### src/hdl/adl32_pkg.sv
package adl32_pkg;

   // Adler-32 modulus and the bytes one item can carry.
   localparam logic [16:0] ADLER_MOD = 17'd65521;
   localparam int unsigned MAX_BYTES = 16;

   // Configuration register indexes.
   localparam logic CSR_START_A = 1'b0;
   localparam logic CSR_START_B = 1'b1;

   // Queue between the lane summing front and the modular back.
   localparam int unsigned QUEUE_DEPTH = 4;
   localparam int unsigned QUEUE_PTR_W = $clog2(QUEUE_DEPTH);
   localparam int unsigned QUEUE_CNT_W = $clog2(QUEUE_DEPTH + 1);

   // One item after the front has reduced its bytes to two sums.
   typedef struct packed {
      logic [4:0]  count;     // valid bytes after saturation
      logic [11:0] byte_sum;  // sum of the valid bytes
      logic [15:0] wgt_sum;   // sum of (count - i) * byte[i]
      logic        last;
   } front_item_type;

   // Occupancy of the front pipeline, used for the queue credit.
   typedef struct packed {
      logic s1_valid;
      logic s2_valid;
   } front_status_type;

endpackage

### src/hdl/adler32_wide_checksum.sv
// Adler-32 checksum over a byte stream that arrives as up to 16 bytes per item
// (tdata bytes 0..15, byte_count valid bytes from byte 0 up, tlast on the final
// item of a message). One item is accepted every cycle while the queue has room
// for it. The front reduces an item's bytes to a byte sum and a weighted sum in
// its stage 1 and stage 2 registers, a four-entry queue holds them, and the back
// folds them into the running sums modulo 65521, one item per cycle while the
// output register is free for a last item. The result, (sum_b << 16) | sum_a, is
// registered when the last item is folded in; the sums then restart from the
// start registers. Start values written through the csr port take effect at the
// next message start, and should be written only while the block is idle.
module adler32_wide_checksum #(
   parameter int unsigned LANES = 16
) (
   input  logic         clock,
   input  logic         reset,

   input  logic         req_tvalid,
   output logic         req_tready,
   input  logic [135:0] req_tdata,   // bytes_low[63:0], bytes_high[127:64],
                                     // byte_count[132:128], zero pad
   input  logic         req_tlast,   // last_item

   output logic         rsp_tvalid,
   input  logic         rsp_tready,
   output logic [31:0]  rsp_tdata,   // checksum[31:0]

   input  logic         csr_valid,
   output logic         csr_ready,
   input  logic         csr_index,
   input  logic [15:0]  csr_data
);

   logic [15:0] start_a_ff;
   logic [15:0] start_b_ff;

   logic                                  front_valid;
   adl32_pkg::front_item_type             front_item;
   adl32_pkg::front_status_type           front_status;
   logic                                  head_valid;
   adl32_pkg::front_item_type             head_item;
   logic                                  pop;
   logic [adl32_pkg::QUEUE_CNT_W-1:0]     queue_level;
   logic [adl32_pkg::QUEUE_CNT_W:0]       committed;
   logic                                  req_accept;

   assign csr_ready = 1'b1;

   always_ff @(posedge clock) begin
      if (reset) begin
         start_a_ff <= 16'd1;
         start_b_ff <= 16'd0;
      end else if (csr_valid) begin
         case (csr_index)
            adl32_pkg::CSR_START_A: start_a_ff <= csr_data;
            adl32_pkg::CSR_START_B: start_b_ff <= csr_data;
            default: ;
         endcase
      end
   end

   // Items still in the front pipeline count against the queue space, so the
   // front never has to stall.
   assign committed = (adl32_pkg::QUEUE_CNT_W+1)'(queue_level)
                      + (adl32_pkg::QUEUE_CNT_W+1)'(front_status.s1_valid)
                      + (adl32_pkg::QUEUE_CNT_W+1)'(front_status.s2_valid);
   assign req_tready = (committed < (adl32_pkg::QUEUE_CNT_W+1)'(adl32_pkg::QUEUE_DEPTH));
   assign req_accept = req_tvalid && req_tready;

   adl32_front #(
      .LANES (LANES)
   ) u_front (
      .clock      (clock),
      .reset      (reset),
      .in_valid   (req_accept),
      .bytes_low  (req_tdata[63:0]),
      .bytes_high (req_tdata[127:64]),
      .byte_count (req_tdata[132:128]),
      .last_item  (req_tlast),
      .out_valid  (front_valid),
      .out_item   (front_item),
      .status     (front_status)
   );

   adl32_queue u_queue (
      .clock      (clock),
      .reset      (reset),
      .push       (front_valid),
      .push_item  (front_item),
      .pop        (pop),
      .head_valid (head_valid),
      .head_item  (head_item),
      .level      (queue_level)
   );

   adl32_back u_back (
      .clock      (clock),
      .reset      (reset),
      .start_a    (start_a_ff),
      .start_b    (start_b_ff),
      .head_valid (head_valid),
      .head_item  (head_item),
      .pop        (pop),
      .rsp_tvalid (rsp_tvalid),
      .rsp_tready (rsp_tready),
      .rsp_tdata  (rsp_tdata)
   );

endmodule

### src/hdl/adl32_front.sv
module adl32_front #(
   parameter int unsigned LANES = 16
) (
   input  logic                         clock,
   input  logic                         reset,
   input  logic                         in_valid,
   input  logic [63:0]                  bytes_low,
   input  logic [63:0]                  bytes_high,
   input  logic [4:0]                   byte_count,
   input  logic                         last_item,
   output logic                         out_valid,
   output adl32_pkg::front_item_type    out_item,
   output adl32_pkg::front_status_type  status
);

   localparam int unsigned LIMIT =
      (LANES < adl32_pkg::MAX_BYTES) ? LANES : adl32_pkg::MAX_BYTES;
   localparam logic [4:0] LIMIT_N = 5'(LIMIT);

   logic        s1_valid_ff;
   logic [4:0]  s1_count_ff;
   logic [11:0] s1_bsum_ff;
   logic [14:0] s1_isum_ff;
   logic        s1_last_ff;
   logic [4:0]  s1_count_in;
   logic [11:0] s1_bsum_in;
   logic [14:0] s1_isum_in;

   logic                      s2_valid_ff;
   adl32_pkg::front_item_type s2_item_ff;
   adl32_pkg::front_item_type s2_item_in;
   logic [16:0]               scaled;

   // Stage 1: mask the lanes past the count and form the plain byte sum and
   // the index-weighted sum.
   always_comb begin
      logic [7:0] d;
      s1_count_in = (byte_count > LIMIT_N) ? LIMIT_N : byte_count;
      s1_bsum_in  = '0;
      s1_isum_in  = '0;
      for (int i = 0; i < adl32_pkg::MAX_BYTES; i++) begin
         d = (i < 8) ? bytes_low[8*(i%8) +: 8] : bytes_high[8*(i%8) +: 8];
         if (5'(i) < s1_count_in) begin
            s1_bsum_in = s1_bsum_in + 12'(d);
            s1_isum_in = s1_isum_in + 15'(d) * 15'(i);
         end
      end
   end

   // Stage 2: sum((n - i) * d[i]) = n * sum(d) - sum(i * d[i]), never negative.
   always_comb begin
      scaled              = 17'(s1_count_ff) * 17'(s1_bsum_ff);
      s2_item_in.count    = s1_count_ff;
      s2_item_in.byte_sum = s1_bsum_ff;
      s2_item_in.wgt_sum  = 16'(scaled - 17'(s1_isum_ff));
      s2_item_in.last     = s1_last_ff;
   end

   always_ff @(posedge clock) begin
      if (reset) begin
         s1_valid_ff <= 1'b0;
         s2_valid_ff <= 1'b0;
      end else begin
         s1_valid_ff <= in_valid;
         s2_valid_ff <= s1_valid_ff;
      end
   end

   always_ff @(posedge clock) begin
      s1_count_ff <= s1_count_in;
      s1_bsum_ff  <= s1_bsum_in;
      s1_isum_ff  <= s1_isum_in;
      s1_last_ff  <= last_item;
      s2_item_ff  <= s2_item_in;
   end

   assign out_valid       = s2_valid_ff;
   assign out_item        = s2_item_ff;
   assign status.s1_valid = s1_valid_ff;
   assign status.s2_valid = s2_valid_ff;

endmodule

### src/hdl/adl32_queue.sv
module adl32_queue (
   input  logic                                      clock,
   input  logic                                      reset,
   input  logic                                      push,
   input  adl32_pkg::front_item_type                 push_item,
   input  logic                                      pop,
   output logic                                      head_valid,
   output adl32_pkg::front_item_type                 head_item,
   output logic [adl32_pkg::QUEUE_CNT_W-1:0]         level
);

   adl32_pkg::front_item_type slot_ff [adl32_pkg::QUEUE_DEPTH];
   logic [adl32_pkg::QUEUE_PTR_W-1:0] wr_ptr_ff;
   logic [adl32_pkg::QUEUE_PTR_W-1:0] rd_ptr_ff;
   logic [adl32_pkg::QUEUE_CNT_W-1:0] count_ff;
   logic [adl32_pkg::QUEUE_CNT_W-1:0] count_in;
   logic                              do_pop;

   assign do_pop = pop && (count_ff != '0);

   always_comb begin
      count_in = count_ff;
      if (push && !do_pop) begin
         count_in = count_ff + 1'b1;
      end else if (!push && do_pop) begin
         count_in = count_ff - 1'b1;
      end
   end

   always_ff @(posedge clock) begin
      if (reset) begin
         wr_ptr_ff <= '0;
         rd_ptr_ff <= '0;
         count_ff  <= '0;
      end else begin
         count_ff <= count_in;
         if (push) begin
            wr_ptr_ff <= wr_ptr_ff + 1'b1;
         end
         if (do_pop) begin
            rd_ptr_ff <= rd_ptr_ff + 1'b1;
         end
      end
   end

   always_ff @(posedge clock) begin
      if (push) begin
         slot_ff[wr_ptr_ff] <= push_item;
      end
   end

   assign head_valid = (count_ff != '0);
   assign head_item  = slot_ff[rd_ptr_ff];
   assign level      = count_ff;

endmodule

### src/hdl/adl32_back.sv
module adl32_back (
   input  logic                       clock,
   input  logic                       reset,
   input  logic [15:0]                start_a,
   input  logic [15:0]                start_b,
   input  logic                       head_valid,
   input  adl32_pkg::front_item_type  head_item,
   output logic                       pop,
   output logic                       rsp_tvalid,
   input  logic                       rsp_tready,
   output logic [31:0]                rsp_tdata
);

   logic        at_start_ff;
   logic [15:0] sum_a_ff;
   logic [15:0] sum_b_ff;
   logic [15:0] sum_a_in;
   logic [15:0] sum_b_in;
   logic        rsp_valid_ff;
   logic [31:0] rsp_data_ff;

   logic        out_free;
   logic [16:0] a_base;
   logic [16:0] b_base;
   logic [16:0] a_raw;
   logic [20:0] b_raw;
   logic [16:0] b_fold;

   assign out_free = !rsp_valid_ff || rsp_tready;
   assign pop      = head_valid && (!head_item.last || out_free);

   // The start registers may hold up to 65535; one subtraction brings them
   // into range when a message begins.
   always_comb begin
      if (at_start_ff) begin
         a_base = (17'(start_a) >= adl32_pkg::ADLER_MOD) ?
                  17'(start_a) - adl32_pkg::ADLER_MOD : 17'(start_a);
         b_base = (17'(start_b) >= adl32_pkg::ADLER_MOD) ?
                  17'(start_b) - adl32_pkg::ADLER_MOD : 17'(start_b);
      end else begin
         a_base = 17'(sum_a_ff);
         b_base = 17'(sum_b_ff);
      end
      a_raw    = a_base + 17'(head_item.byte_sum);
      sum_a_in = (a_raw >= adl32_pkg::ADLER_MOD) ?
                 16'(a_raw - adl32_pkg::ADLER_MOD) : a_raw[15:0];
      b_raw    = 21'(b_base) + 21'(head_item.count) * 21'(a_base)
                 + 21'(head_item.wgt_sum);
      // 2^16 is 15 modulo 65521, so the top bits fold back in at weight 15.
      b_fold   = 17'(b_raw[15:0]) + 17'(b_raw[20:16]) * 17'd15;
      sum_b_in = (b_fold >= adl32_pkg::ADLER_MOD) ?
                 16'(b_fold - adl32_pkg::ADLER_MOD) : b_fold[15:0];
   end

   always_ff @(posedge clock) begin
      if (reset) begin
         at_start_ff  <= 1'b1;
         rsp_valid_ff <= 1'b0;
      end else begin
         if (pop) begin
            at_start_ff <= head_item.last;
         end
         if (pop && head_item.last) begin
            rsp_valid_ff <= 1'b1;
         end else if (rsp_tready) begin
            rsp_valid_ff <= 1'b0;
         end
      end
   end

   always_ff @(posedge clock) begin
      if (pop) begin
         sum_a_ff <= sum_a_in;
         sum_b_ff <= sum_b_in;
      end
      if (pop && head_item.last) begin
         rsp_data_ff <= {sum_b_in, sum_a_in};
      end
   end

   assign rsp_tvalid = rsp_valid_ff;
   assign rsp_tdata  = rsp_data_ff;

`ifndef NO_ASSERTIONS
   a_sums_reduced: assert property (@(posedge clock) disable iff (reset)
      !at_start_ff |-> (17'(sum_a_ff) < adl32_pkg::ADLER_MOD) &&
                       (17'(sum_b_ff) < adl32_pkg::ADLER_MOD))
      else $error("running sums left unreduced");

   a_result_reduced: assert property (@(posedge clock) disable iff (reset)
      rsp_valid_ff |-> (17'(rsp_data_ff[15:0]) < adl32_pkg::ADLER_MOD) &&
                       (17'(rsp_data_ff[31:16]) < adl32_pkg::ADLER_MOD))
      else $error("checksum half out of range");

   a_no_overwrite: assert property (@(posedge clock) disable iff (reset)
      (pop && head_item.last) |-> out_free)
      else $error("result overwritten before it was taken");

   a_restart_after_last: assert property (@(posedge clock) disable iff (reset)
      (pop && head_item.last) |=> at_start_ff)
      else $error("sums not reloaded after the last item");
`endif

endmodule
### config.mk
export PLATFORM = sky130hd
export DESIGN_NAME = adler32_wide_checksum
export DESIGN_NICKNAME = d
export VERILOG_FILES = /design/src/hdl/adl32_pkg.sv /design/src/hdl/adler32_wide_checksum.sv /design/src/hdl/adl32_front.sv /design/src/hdl/adl32_queue.sv /design/src/hdl/adl32_back.sv
export SDC_FILE = /design/constraint.sdc
export NUM_CORES = 2
export LEC_CHECK = 0
export BUFFER_PORTS_ARGS = -buffer_cell sky130_fd_sc_hd__buf_2
export CAP_MARGIN = 20
export CORE_ASPECT_RATIO = 1.4
export CORE_MARGIN = 3
export CORE_UTILIZATION = 25
export CTS_CLUSTER_DIAMETER = 150
export DETAILED_ROUTE_END_ITERATION = 8
export GPL_TIMING_DRIVEN = 0
export SYNTH_ARGS = -nofsm -noshare
export SYNTH_HDL_FRONTEND = slang
export SYNTH_HIERARCHICAL = 1
export SYNTH_SLANG_ARGS = --single-unit
### constraint.sdc
create_clock -name clock -period 29.7 [get_ports clock]
set_input_delay 2.97 -clock clock [delete_from_list [all_inputs] [get_ports clock]]
set_output_delay 2.97 -clock clock [all_outputs]
set_load 0.03 [all_outputs]
==> impl_results.md <==
* Htree depth at 2
* Drt first pass iters at 5
* CORE AREA at about 150000 µm²
* Hold crit path type: register to register
* Setup crit end kind: register
* First-pass GRT wire length at 167500 µm
* FF/Latch Area at slightly above 8000 µm²
* Residual DRC at 0
* Status: finished, final reports clean
* DPL Wire Length at around 91000 µm
* # IOs at 194
* CP max stage delay at a little under 0.5 ns
* Least-Margin Pin Slew at around 1.1 ns
* Max stage delay cell, worst path: fa_1
* Multi-input logic area at ~28000 µm²
* Clock skew at between 0.02 and 0.03 ns
* R2r endpoint: u_back/rsp_tdata[20]$_DFFE_PP_
* Total Routing Usage GR at around an eighth
* Post-Synth Simple-Gate Area at between 10% and 20%
* Worst Hold Slack at 0.4102 ns
* Detailed Route WL at around 110000 µm
* Element type at the critical path start: primary input
* Hold endpoint: u_front/out_item[32]$_DFF_P_
* XOR/XNOR share of the synthesized area at under 10%
* Critical path required time at 30.17 ns
* RSZ-0062 raised after global routing: false
* Mapped Nets at 5166
* IO buf count at between 150 and 200
* Mux contribution to synthesized area at just over 5%
* Row count at 170
* WHS Path Cells at 0
* Vias per cell at about 4.7
* CTS tree: yes
* Hold_sp: u_front/s1_count_ff[3]$_DFF_P_
* Most frequent CP cell: ha_1
* Post-route minimum period at 24.02 ns
* Yosys warnings at 6
* Setup TNS at 0 ns
* Largest net degree at the start of global routing at 37
* Seq/Total Area, Yosys at about a fifth
* Post-Synth Adder-Cell Area at around 28%
* Predominant post-synthesis flop cell: edfxtp_1
* Worst-path clk slew at roughly 0.060 ns
* Initial antenna violation count at 45
* FFs w/ async S/R, synth at 0%
* EDFF count, synth at 200
* Endpoints failing setup at 0
* Worst EP arrival at approximately 24 ns
* R2R cell count at 42
* CTS sink cnt at about 310
* Fmax at roughly 42 MHz
* Syn-to-layout area delta at 12.46%
* Vias in the first global route at roughly 31000
* Clock root buffer: clkbuf_16
* Number of distinct library cells after synthesis at around 130
* Commonest non-fill, non-tap cells in the layout: inv_1 (532), ha_1 (466), nand2_1 (353), a21oi_1 (293), nor2_1 (277)
* Setup CP Type: primary input to register
* Setup Fix Bufs, Post-CTS at 0
* Crit path max-delay family: adder cells
* Post-synthesis compound-gate area fraction at between 10% and 20%
* RR Startpoint: start_a_ff[13]$_SDFFE_PP0P_
* DIE WIDTH at roughly 340 µm
* Mapped Area at between 30000 and 40000 µm²
* WP buf/inv at 12
* Nets at about 5400
* Die ar. at approximately 160000 µm²
* Hold_buf cts at 0
* DR vias at 31160
* Post-DRT Antenna Nets at 0
* Peak fanout along the critical path at 10
* Clock Tree Buf Depth at 3
* Gpl congestion at between 0.9 and 1
* Iter 0 DRT Violations at about 1500
* Fill count at about 16000
* Post-Syn Instances at approximately 4300
* Fraction of layout cells with a size suffix above 1 at between 10 and 15%
* Largest family of logic cells by synthesized area: adder cells
* Internal reg-to-reg setup slack at roughly 18 ns
* Final worst path period share at just over 80%
* Commonest non-fill, non-tap cell in the layout: inv_1
* Initial Util at about a quarter
* Total CTS buffers at 35
* Final Hold Viols at 0
* Slew Viols, Final at 0
* Total gr overflow at 0
* Die H at roughly 470 µm
* Mapped Avg Cell Area at between 9 and 10 µm²
* Max-Cap Viols at 0
* DR WL/cell at approximately 16 µm
* Skew-Pair Late Insertion Delay at ~0.56 ns
* Max_slew headroom at 26.70%
* Register bit total from synthesis at around 310
* Gates resized, CTS repair at 0
## routing by layer
metal  vias up  track usage [%]  wire length (µm)  share of wire [%]
met5         -                0               231               0.22
met4        34            4.206              3688                3.5
met3       194            2.512              5773                5.4
met2       588            23.38             52650                 49
met1     14930            15.30             44360                 42
li1      15420                -                 -                  -
## cell usage after synthesis, drive strengths merged, types with 11 or more instances
cell type / count / share of area [%]
a2111oi: 13 / 0.34
a211oi: 44 / 0.94
a21boi: 20 / 0.40
a21o: 106 / 2.0
a21oi: 308 / 4.1
a22o: 13 / 0.29
a22oi: 26 / 0.51
a31oi: 30 / 0.50
and2: 107 / 1.7
and3: 11 / 0.18
buf: 46 / 0.91
clkbuf: 72 / 0.69
dfxtp: 112 / 5.8
edfxtp: 200 / 15
fa: 249 / 13
ha: 466 / 15
inv: 533 / 5.1
mux2: 72 / 2.1
mux2i: 42 / 1.1
mux4: 34 / 2.0
nand2: 355 / 3.4
nand2b: 41 / 0.66
nand3: 38 / 0.49
nand4: 21 / 0.37
nor2: 278 / 2.7
nor2b: 78 / 1.3
nor3: 65 / 0.90
nor4: 11 / 0.23
o211ai: 22 / 0.47
o21a: 65 / 1.3
o21ai: 218 / 2.8
o21bai: 62 / 1.2
o31a: 12 / 0.27
o31ai: 19 / 0.39
or2: 23 / 0.37
or3: 21 / 0.36
xnor2: 205 / 4.7
xor2: 93 / 2.2
## through the flow
step	util [%]	area (µm²)	worst slack (ns)	std cells
after floorplan	-	38940	8.141	4292
after global placement	27.57	42460	5.415	6543
after detailed placement	27.65	42580	5.201	6549
after CTS	28.40	43730	5.681	6612
after global routing	28.41	43740	4.227	6616
final	28.44	43790	5.679	6634
## registers in the layout (all words and copies together), names as in the netlist, named ones only
name	flops
u_back/rsp_tvalid	1
u_front/out_item	34
u_front/s1_bsum_ff	12
u_front/out_valid	1
u_back/sum_b_ff	16
u_queue/level	3
u_queue/rd_ptr_ff	2
u_front/s1_count_ff	5
u_queue/wr_ptr_ff	2
start_a_ff	16
u_front/s1_valid_ff	1
u_back/at_start_ff	1
u_back/rsp_tdata	32
start_b_ff	16
u_front/s1_last_ff	1
u_queue/slot_ff	136
u_front/s1_isum_ff	15
u_back/sum_a_ff	16
## kinds of logic after synthesis
logic type,count (synthesis)
flip-flops,312
buffers and inverters,651
adder cells (fa/ha/maj),718
AND/OR/NAND/NOR,1106
multiplexers,148
AO/OA/AOI/OAI,1053
XOR/XNOR,303
other,1
## worst max-delay path by stage
stage | startpoint | to | slack (ns) | cells after the start
final | req_tdata[130] | u_front/s1_isum_ff[14]$_DFF_P_ | 5.68 | 94
after global routing | req_tdata[130] | u_front/s1_isum_ff[14]$_DFF_P_ | 4.23 | 91
after CTS | req_tdata[130] | u_front/s1_isum_ff[14]$_DFF_P_ | 5.68 | 94
after detailed placement | req_tdata[130] | u_front/s1_isum_ff[14]$_DFF_P_ | 5.20 | 94
after global placement | req_tdata[130] | u_front/s1_isum_ff[14]$_DFF_P_ | 5.41 | 92
after floorplan | req_tdata[132] | u_front/s1_isum_ff[14]$_DFF_P_ | 8.14 | 92
## area by class of cell
cell class              instances  share of cell area [%]
multi-input cells            3329                   64.10
flip-flops and latches        312                   18.84
well taps                    2064                   5.897
inverters                     533                   4.569
repair buffers                193                   2.400
clock buffers                  46                   2.166
plain buffers                 118                   1.429
clock inverters                17                  0.4772
diodes                         22                  0.1257
Power is left out: the tool's default activity adds up to more than one toggle a clock period on the data nets, which glitch-free logic cannot reach.
